$ cat src/rtl/pic_pkg.sv
// Package: constants, types and control structs of the interrupt controller.
package pic_pkg;
    localparam int NumSources   = 31;
    localparam int PrioBits     = 3;
    localparam int NumContexts  = 2;
    localparam int SrcSlots     = NumSources + 1;
    localparam int IdBits       = $clog2(SrcSlots);
    localparam int CtxBits      = (NumContexts > 1) ? $clog2(NumContexts) : 1;

    localparam logic [1:0] ActRead  = 2'd0;
    localparam logic [1:0] ActWrite = 2'd1;
    localparam logic [1:0] ActReq   = 2'd2;

    typedef enum logic [1:0] {
        ST_IDLE,
        ST_SCAN,
        ST_DONE
    } state_t;

    // Controller to datapath.
    typedef struct packed {
        logic load;      // capture transaction, apply its register and request effects
        logic scan_clr;  // reset scan index and best trackers
        logic scan_step; // examine one source for every context
        logic finish;    // commit claim, build result
    } cmd_t;

    // Datapath to controller.
    typedef struct packed {
        logic scan_last;
    } status_t;
endpackage

$ cat src/rtl/platform_interrupt_controller_core.sv
// Top level of the platform interrupt controller core.
// An accepted transaction scans all 31 sources, then commits its result to the output
// register; s_tready stays low until that commit, so one transaction is in flight at a time.
// The per-source scan, one source per cycle, sets the rate; a result not taken holds commit.
// Reset: asynchronous active-low rst_n clears all priorities, pending,
// in-service, enable and threshold registers and empties the output stage.
module platform_interrupt_controller_core (
    input  logic        clk,
    input  logic        rst_n,
    input  logic        s_tvalid,
    output logic        s_tready,
    // [1:0] action, [27:2] reg_offset, [59:28] write_data, [64:60] source_id
    input  logic [71:0] s_tdata,
    output logic        m_tvalid,
    input  logic        m_tready,
    // [31:0] read_data, [32] access_error, [34:33] context_irq
    output logic [39:0] m_tdata
);
    pic_pkg::cmd_t    cmd;
    pic_pkg::status_t status;
    logic [31:0] r_rd;
    logic        r_err;
    logic [1:0]  r_irq;
    logic        out_valid_reg;
    logic [34:0] out_data_reg;
    logic        in_fire;

    assign in_fire = s_tvalid && s_tready;

    pic_ctrl u_ctrl (
        .clk      (clk),
        .rst_n    (rst_n),
        .in_fire  (in_fire),
        .out_busy (out_valid_reg && !m_tready),
        .status   (status),
        .cmd      (cmd),
        .in_ready (s_tready)
    );

    pic_datapath u_dp (
        .clk              (clk),
        .rst_n            (rst_n),
        .cmd              (cmd),
        .action           (s_tdata[1:0]),
        .reg_offset       (s_tdata[27:2]),
        .write_data       (s_tdata[59:28]),
        .source_id        (s_tdata[64:60]),
        .status           (status),
        .res_read_data    (r_rd),
        .res_access_error (r_err),
        .res_context_irq  (r_irq)
    );

    always_ff @(posedge clk or negedge rst_n)
    begin
        if (!rst_n)
        begin
            out_valid_reg <= 1'b0;
        end
        else if (cmd.finish)
        begin
            out_valid_reg <= 1'b1;
        end
        else if (m_tready)
        begin
            out_valid_reg <= 1'b0;
        end
    end

    always_ff @(posedge clk)
    begin
        if (cmd.finish)
        begin
            out_data_reg <= {r_irq, r_err, r_rd};
        end
    end

    assign m_tvalid = out_valid_reg;
    assign m_tdata  = {5'd0, out_data_reg};

    a_finish_free: assert property (@(posedge clk) disable iff (!rst_n)
        cmd.finish |-> (!out_valid_reg || m_tready))
        else $error("result overwrote a pending output");
    a_ready_excl: assert property (@(posedge clk) disable iff (!rst_n)
        s_tready |-> !cmd.scan_step && !cmd.finish)
        else $error("input ready while busy");
    a_fin_valid: assert property (@(posedge clk) disable iff (!rst_n)
        cmd.finish |=> m_tvalid)
        else $error("result not presented");
endmodule

$ cat src/rtl/pic_ctrl.sv
// Controller state machine: sequences capture, source scan and result.
module pic_ctrl (
    input  logic              clk,
    input  logic              rst_n,
    input  logic              in_fire,
    input  logic              out_busy,
    input  pic_pkg::status_t  status,
    output pic_pkg::cmd_t     cmd,
    output logic              in_ready
);
    pic_pkg::state_t state_reg, state_next;

    always_ff @(posedge clk or negedge rst_n)
    begin
        if (!rst_n)
        begin
            state_reg <= pic_pkg::ST_IDLE;
        end
        else
        begin
            state_reg <= state_next;
        end
    end

    always_comb
    begin
        state_next    = state_reg;
        cmd           = '0;
        in_ready      = 1'b0;
        case (state_reg)
            pic_pkg::ST_IDLE:
            begin
                in_ready = 1'b1;
                if (in_fire)
                begin
                    cmd.load     = 1'b1;
                    cmd.scan_clr = 1'b1;
                    state_next   = pic_pkg::ST_SCAN;
                end
            end
            pic_pkg::ST_SCAN:
            begin
                cmd.scan_step = 1'b1;
                if (status.scan_last)
                begin
                    state_next = pic_pkg::ST_DONE;
                end
            end
            pic_pkg::ST_DONE:
            begin
                // hold until the output register is free
                if (!out_busy)
                begin
                    cmd.finish = 1'b1;
                    state_next = pic_pkg::ST_IDLE;
                end
            end
            default:
            begin
                state_next = pic_pkg::ST_IDLE;
            end
        endcase
    end
endmodule

$ cat src/rtl/pic_datapath.sv
// Datapath: register file, sequential priority scan and result formation.
module pic_datapath (
    input  logic              clk,
    input  logic              rst_n,
    input  pic_pkg::cmd_t     cmd,
    input  logic [1:0]        action,
    input  logic [25:0]       reg_offset,
    input  logic [31:0]       write_data,
    input  logic [4:0]        source_id,
    output pic_pkg::status_t  status,
    output logic [31:0]       res_read_data,
    output logic              res_access_error,
    output logic [1:0]        res_context_irq
);
    localparam int NS = pic_pkg::NumSources;
    localparam int NC = pic_pkg::NumContexts;
    localparam int PB = pic_pkg::PrioBits;
    localparam int IB = pic_pkg::IdBits;
    localparam int CB = pic_pkg::CtxBits;

    logic [PB-1:0] prio_reg [pic_pkg::SrcSlots];
    logic [NS:1]   pend_reg;
    logic [NS:1]   insvc_reg;
    logic [NS:1]   enab_reg [NC];
    logic [PB-1:0] thr_reg  [NC];

    logic          claim_reg;
    logic [pic_pkg::CtxBits-1:0] claim_ctx_reg;
    logic [31:0]   rd_reg;
    logic          err_reg;

    logic [IB-1:0] idx_reg;
    logic [IB-1:0] best_id_reg   [NC];
    logic [PB-1:0] best_prio_reg [NC];
    logic          more_reg      [NC];

    // decode of the incoming transaction
    logic          is_rd, is_wr, d_err;
    logic [31:0]   d_rd;
    logic          d_claim;
    logic          d_thr_wr;
    logic [pic_pkg::CtxBits-1:0] d_ctx;
    logic [25:0]   rel_enab, rel_ctx;
    logic [IB-1:0] pid;

    always_comb
    begin
        is_rd    = (action == pic_pkg::ActRead);
        is_wr    = (action == pic_pkg::ActWrite);
        d_err    = 1'b0;
        d_rd     = '0;
        d_claim  = 1'b0;
        d_thr_wr = 1'b0;
        d_ctx    = '0;
        rel_enab = reg_offset - 26'h2000;
        rel_ctx  = reg_offset - 26'h200000;
        pid      = reg_offset[IB+1:2];
        if (is_rd || is_wr)
        begin
            if (reg_offset[1:0] != 2'b00)
            begin
                d_err = 1'b1;
            end
            else if (reg_offset < 26'(4 * pic_pkg::SrcSlots))
            begin
                if (pid == '0)
                begin
                    d_err = is_wr;
                end
                else
                begin
                    d_rd = 32'(prio_reg[pid]);
                end
            end
            else if (reg_offset == 26'h1000)
            begin
                d_err = is_wr;
                if (is_rd)
                begin
                    d_rd = 32'({pend_reg, 1'b0});
                end
            end
            else if (reg_offset >= 26'h2000 && reg_offset < 26'(32'h2000 + 32'h80 * NC))
            begin
                d_ctx = rel_enab[pic_pkg::CtxBits+6:7];
                if (rel_enab[6:2] != 5'd0)
                begin
                    d_err = 1'b1;
                end
                else
                begin
                    d_rd = 32'({enab_reg[d_ctx], 1'b0});
                end
            end
            else if (reg_offset >= 26'h200000 &&
                     reg_offset < 26'(32'h200000 + 32'h1000 * NC))
            begin
                d_ctx = rel_ctx[pic_pkg::CtxBits+11:12];
                if (rel_ctx[11:0] == 12'd0)
                begin
                    d_rd     = 32'(thr_reg[d_ctx]);
                    d_thr_wr = is_wr;
                end
                else if (rel_ctx[11:0] == 12'd4)
                begin
                    d_claim = is_rd;
                end
                else
                begin
                    d_err = 1'b1;
                end
            end
            else
            begin
                d_err = 1'b1;
            end
            if (is_wr)
            begin
                d_rd = '0;
            end
        end
    end

    logic [IB-1:0] cmp_id;
    assign cmp_id = write_data[IB-1:0];

    always_ff @(posedge clk or negedge rst_n)
    begin
        if (!rst_n)
        begin
            for (int i = 0; i < pic_pkg::SrcSlots; i++)
            begin
                prio_reg[i] <= '0;
            end
            pend_reg  <= '0;
            insvc_reg <= '0;
            for (int c = 0; c < NC; c++)
            begin
                enab_reg[c] <= '0;
                thr_reg[c]  <= '0;
            end
        end
        else
        begin
            if (cmd.load)
            begin
                if (action == pic_pkg::ActReq && source_id != 5'd0 &&
                    32'(source_id) <= 32'(NS) &&
                    !insvc_reg[source_id[IB-1:0]] && !pend_reg[source_id[IB-1:0]])
                begin
                    pend_reg[source_id[IB-1:0]] <= 1'b1;
                end
                if (is_wr && !d_err)
                begin
                    if (reg_offset < 26'(4 * pic_pkg::SrcSlots))
                    begin
                        prio_reg[pid] <= write_data[PB-1:0];
                    end
                    else if (reg_offset < 26'h200000)
                    begin
                        enab_reg[d_ctx] <= write_data[NS:1];
                    end
                    else if (rel_ctx[11:0] == 12'd0)
                    begin
                        thr_reg[d_ctx] <= write_data[PB-1:0];
                    end
                    else if (write_data != 32'd0 && write_data <= 32'(NS) &&
                             enab_reg[d_ctx][cmp_id])
                    begin
                        insvc_reg[cmp_id] <= 1'b0;
                    end
                end
            end
            if (cmd.finish && claim_reg && best_id_reg[claim_ctx_reg] != '0)
            begin
                pend_reg[best_id_reg[claim_ctx_reg]]  <= 1'b0;
                insvc_reg[best_id_reg[claim_ctx_reg]] <= 1'b1;
            end
        end
    end

    always_ff @(posedge clk)
    begin
        if (cmd.load)
        begin
            claim_reg     <= d_claim;
            claim_ctx_reg <= d_ctx;
            rd_reg        <= d_rd;
            err_reg       <= d_err;
        end
    end

    // scan one source per cycle for all contexts, strict > keeps lowest ID on ties;
    // more_reg marks a second source above threshold in the context
    always_ff @(posedge clk or negedge rst_n)
    begin
        if (!rst_n)
        begin
            idx_reg <= '0;
            for (int c = 0; c < NC; c++)
            begin
                best_id_reg[c]   <= '0;
                best_prio_reg[c] <= '0;
                more_reg[c]      <= 1'b0;
            end
        end
        else if (cmd.scan_clr)
        begin
            idx_reg <= IB'(1);
            for (int c = 0; c < NC; c++)
            begin
                best_id_reg[c] <= '0;
                more_reg[c]    <= 1'b0;
                // start from the threshold this transaction leaves behind
                if (d_thr_wr && d_ctx == CB'(c))
                begin
                    best_prio_reg[c] <= write_data[PB-1:0];
                end
                else
                begin
                    best_prio_reg[c] <= thr_reg[c];
                end
            end
        end
        else if (cmd.scan_step)
        begin
            idx_reg <= idx_reg + IB'(1);
            for (int c = 0; c < NC; c++)
            begin
                if (pend_reg[idx_reg] && enab_reg[c][idx_reg] &&
                    prio_reg[idx_reg] > best_prio_reg[c])
                begin
                    best_id_reg[c]   <= idx_reg;
                    best_prio_reg[c] <= prio_reg[idx_reg];
                end
                if (pend_reg[idx_reg] && enab_reg[c][idx_reg] &&
                    prio_reg[idx_reg] > thr_reg[c] && best_id_reg[c] != '0)
                begin
                    more_reg[c] <= 1'b1;
                end
            end
        end
    end

    assign status.scan_last = (32'(idx_reg) == 32'(NS));

    // irq after this step: a claimed winner leaves every context it won with the runner-up, if any
    always_comb
    begin
        res_read_data    = rd_reg;
        res_access_error = err_reg;
        if (claim_reg)
        begin
            res_read_data = 32'(best_id_reg[claim_ctx_reg]);
        end
        res_context_irq = '0;
        for (int c = 0; c < NC && c < 2; c++)
        begin
            res_context_irq[c] = (best_id_reg[c] != '0);
            if (claim_reg && best_id_reg[claim_ctx_reg] != '0 &&
                best_id_reg[c] == best_id_reg[claim_ctx_reg])
            begin
                res_context_irq[c] = more_reg[c];
            end
        end
    end
endmodule
$ cat config.mk
export PLATFORM = sky130hd
export DESIGN_NAME = platform_interrupt_controller_core
export DESIGN_NICKNAME = d
export VERILOG_FILES = /design/src/rtl/pic_pkg.sv /design/src/rtl/platform_interrupt_controller_core.sv /design/src/rtl/pic_ctrl.sv /design/src/rtl/pic_datapath.sv
export SDC_FILE = /design/constraint.sdc
export NUM_CORES = 1
export LEC_CHECK = 0
export BUFFER_PORTS_ARGS = -buffer_cell sky130_fd_sc_hd__buf_2
export CAP_MARGIN = 20
export CORE_MARGIN = 2
export CORE_UTILIZATION = 45
export CTS_CLUSTER_DIAMETER = 200
export CTS_CLUSTER_SIZE = 12
export DETAILED_ROUTE_END_ITERATION = 8
export HOLD_SLACK_MARGIN = 0.1
export SETUP_SLACK_MARGIN = 0.2
export SLEW_MARGIN = 30
export SYNTH_ARGS = -nofsm -noshare
export SYNTH_HDL_FRONTEND = slang
export SYNTH_SLANG_ARGS = --single-unit
$ cat constraint.sdc
create_clock -name clk -period 7.5 [get_ports clk]
set_input_delay 1.125 -clock clk [delete_from_list [all_inputs] [get_ports clk]]
set_output_delay 1.125 -clock clk [all_outputs]
set_load 0.05 [all_outputs]
==> impl_results.md <==
* Ant diodes at 0
* Syn Std Cell Area at 0.01763 mm²
* Synth top area share at 35.76%
* GRT Util Overall at 25.61%
* Dpl cells at 2070
* Fin crit share at 62.42%
* Cell count after synthesis at 1521
* Max-slew violations at 0
* DR WL/cell at 24.57 µm
* Clock transition at path regs at 60 ps
* Leak Pwr at 8.310 nW
* Fillers at 3485
* CP required at 8020 ps
* Initial antenna violation count at 2
* Total CTS buffers at 30
* Top achievable clock speed at 213.6 MHz
* DRT Wirelength at 51.94 mm
* Flop pwr share at 45.7%
* Cell Rows at 72
* First-pass GRT wire length at 80.33 mm
* Final antenna-violating net count at 0
* Tightest Pin Transition at 1076 ps
* Share of cells above drive strength 1 at 29.01%
* Total power at 4.425 mW
* Final hold vios at 0
* Post-synth ARST share at 78.26%
* Register area share after synthesis at 47.68%
* H-Tree Depth at 1
* Pwr Density at 227.3 mW/mm²
* CTS-repair resized insts at 0
* PortBufs at 105
* Area after DPL at 0.01862 mm²
* Pre-CTS WS at 2801 ps
* Core Box Area at 0.03865 mm²
* Setup slack after layout at 2819 ps
* CP Launch Type: flip-flop
* Vias per cell at 6.235
* Combinational power share at 22.7%
* Mapped Avg Cell Area at 11.59 µm²
* Dpl hpwl at 36.42 mm
* CP Class: reg2reg
* CTS tree: built
* CTS max path bufs at 3
* Top_reg_cell synth: dfrtp_1
* YS warnings at 0
* Clk sink count at 322
* Drt first pass iters at 5
* Relative slew slack at 26.44%
* Status: finished clean
* Worst skew pair latency at 580 ps
* Die W at 202.0 µm
* Vias after detailed routing at 13181
* Synth cell types at 72
* Min-delay worst type: reg2reg
* EDFF count, synth at 70
* Net Switching at 1.431 mW
* Worst Setup End Kind: flip-flop
* Die ar. at 0.04079 mm²
* # IOs at 118
* Synth area leader: dfrtp_1
* Peak VDD IR at 0.1715 mV
* Cell Count, Final, Fillers Out at 2114
* Fin Hold WS at 404.2 ps
* Area grow syn2layout at 10.39%
* WP data arrival at 5200 ps
* Largest net degree at the start of global routing at 104
* Tmin final at 4681 ps
* Clock skew at 26.55 ps
* Sw Share at 32.34%
* Placer Congestion at 0.9060
* RSZ-0062 raised after global routing: false
* Post-CTS setup buffer count at 0
* Max-cap violations at 0
* Layout Nets at 1674
* Clock Tree Root: clkbuf_16
* Initial DRC Count at 1215
* Power share of the clock group at 31.6%
* Vias in the first global route at 12979
* Setup TNS at 0 ps
* Commonest cells after routing, fill and taps aside: dfrtp_1 (250), nor2_1 (208), mux2_2 (194)
* Max reg flops at 96
* Final setup violation count at 0
* Total grt overflow at 0
* Largest cells by area after synthesis: dfrtp_1 (36%), mux2_2 (12%), edfxtp_1 (12%), mux4_2 (10%), nor2_1 (4.4%)
* Yosys reg bits at 322
* Critical Path Fanout Max at 47
* Initial Utilization at 45.63%
* Hold-fix buffers, CTS at 0
* Internal power at 2.994 mW
* DR DRC count at 0
* Commonest non-fill, non-tap cell in the layout: dfrtp_1
* Height of the die at 202.0 µm
* Post-Route Utilization at 50.37%
* Post-Layout Inst Area at 0.01947 mm²
## cell usage after synthesis, types with 11 or more instances
cell type,count
mux2_2,194
mux4_2,80
nand2b_1,19
o22ai_1,17
nor4_1,19
nand3_1,35
a22oi_1,35
edfxtp_1,70
nor2b_1,51
a21oi_1,66
dfrtp_1,252
a31oi_1,22
ha_1,14
nand4_1,15
o21ai_0,24
nor3_1,36
nand2_1,43
nor2_1,209
clkbuf_1,64
buf_2,15
mux2i_1,46
buf_1,14
and2_1,11
inv_1,30
## worst max-delay path, stage by stage, from the launching register on
cell     delay (ps)
dfrtp_2         340
buf_4           680
mux4_2          640
mux4_2          510
mux2i_1         360
inv_1           210
ha_1            340
a21o_1          110
a21oi_1          50
a31oi_1         200
nand4_1         600
o22ai_1         400
a31o_2          140
## routing by layer
| metal | GRT usage, % | wire, µm |
|---|---|---|
| met1 | 36.75 | 22920 |
| met2 | 40.03 | 23750 |
| met3 | 4.950 | 4013 |
| met4 | 6.670 | 1216 |
| met5 | 0 | 29 |
## cell type report
class	count	area (µm²)	share of cell area [%]
well taps	518	648.1	3.329
inverters	31	116.4	0.5977
flip-flops and latches	322	8413	43.22
repair buffers	126	700.7	3.599
multi-input cells	1073	8755	44.97
clock buffers	44	834.6	4.287
## logic make-up (layout without fill, tap and decap cells)
group                      Yosys count  after routing  share of synthesized area (%)
muxes                              320            320                          25.22
adders and majority gates           14             14                         0.9933
AOI/OAI and AO/OA                  247            247                          9.387
xor gates and xnor gates             5              5                         0.2484
DFF                                322            322                          47.68
and+or+nand+nor                    482            482                          13.47
other                                1              5                        0.02127
buffers and inverters              130            201                          2.987
## power groups by stage
stage / combinational [mW] / clock [mW] / sequential, mW
4_1_cts: 0.997 / 1.43 / 2.02
2_1_floorplan: 0.707 / 0 / 1.95
3_5_place_dp: 0.995 / 0 / 2.05
5_1_grt: 1.08 / 1.50 / 2.03
3_3_place_gp: 0.984 / 0 / 2.05
6_report: 1.00 / 1.40 / 2.02
## final timing paths
check,startpoint,to,slack [ps],cells after the start
setup / recovery,u_dp.idx_reg[0],u_dp.best_prio_reg[4],2820,12
hold / removal,u_dp.prio_reg[94],u_dp.prio_reg[94],400,0
setup reg to reg,u_dp.idx_reg[0],u_dp.best_prio_reg[4],2820,12
hold reg to reg,u_dp.prio_reg[94],u_dp.prio_reg[94],400,0
max in group asynchronous,rst_n,u_dp.prio_reg[8],5650,2
min in group asynchronous,rst_n,u_dp.best_id_reg[6],600,1
Power figures use the tool's default switching activity.
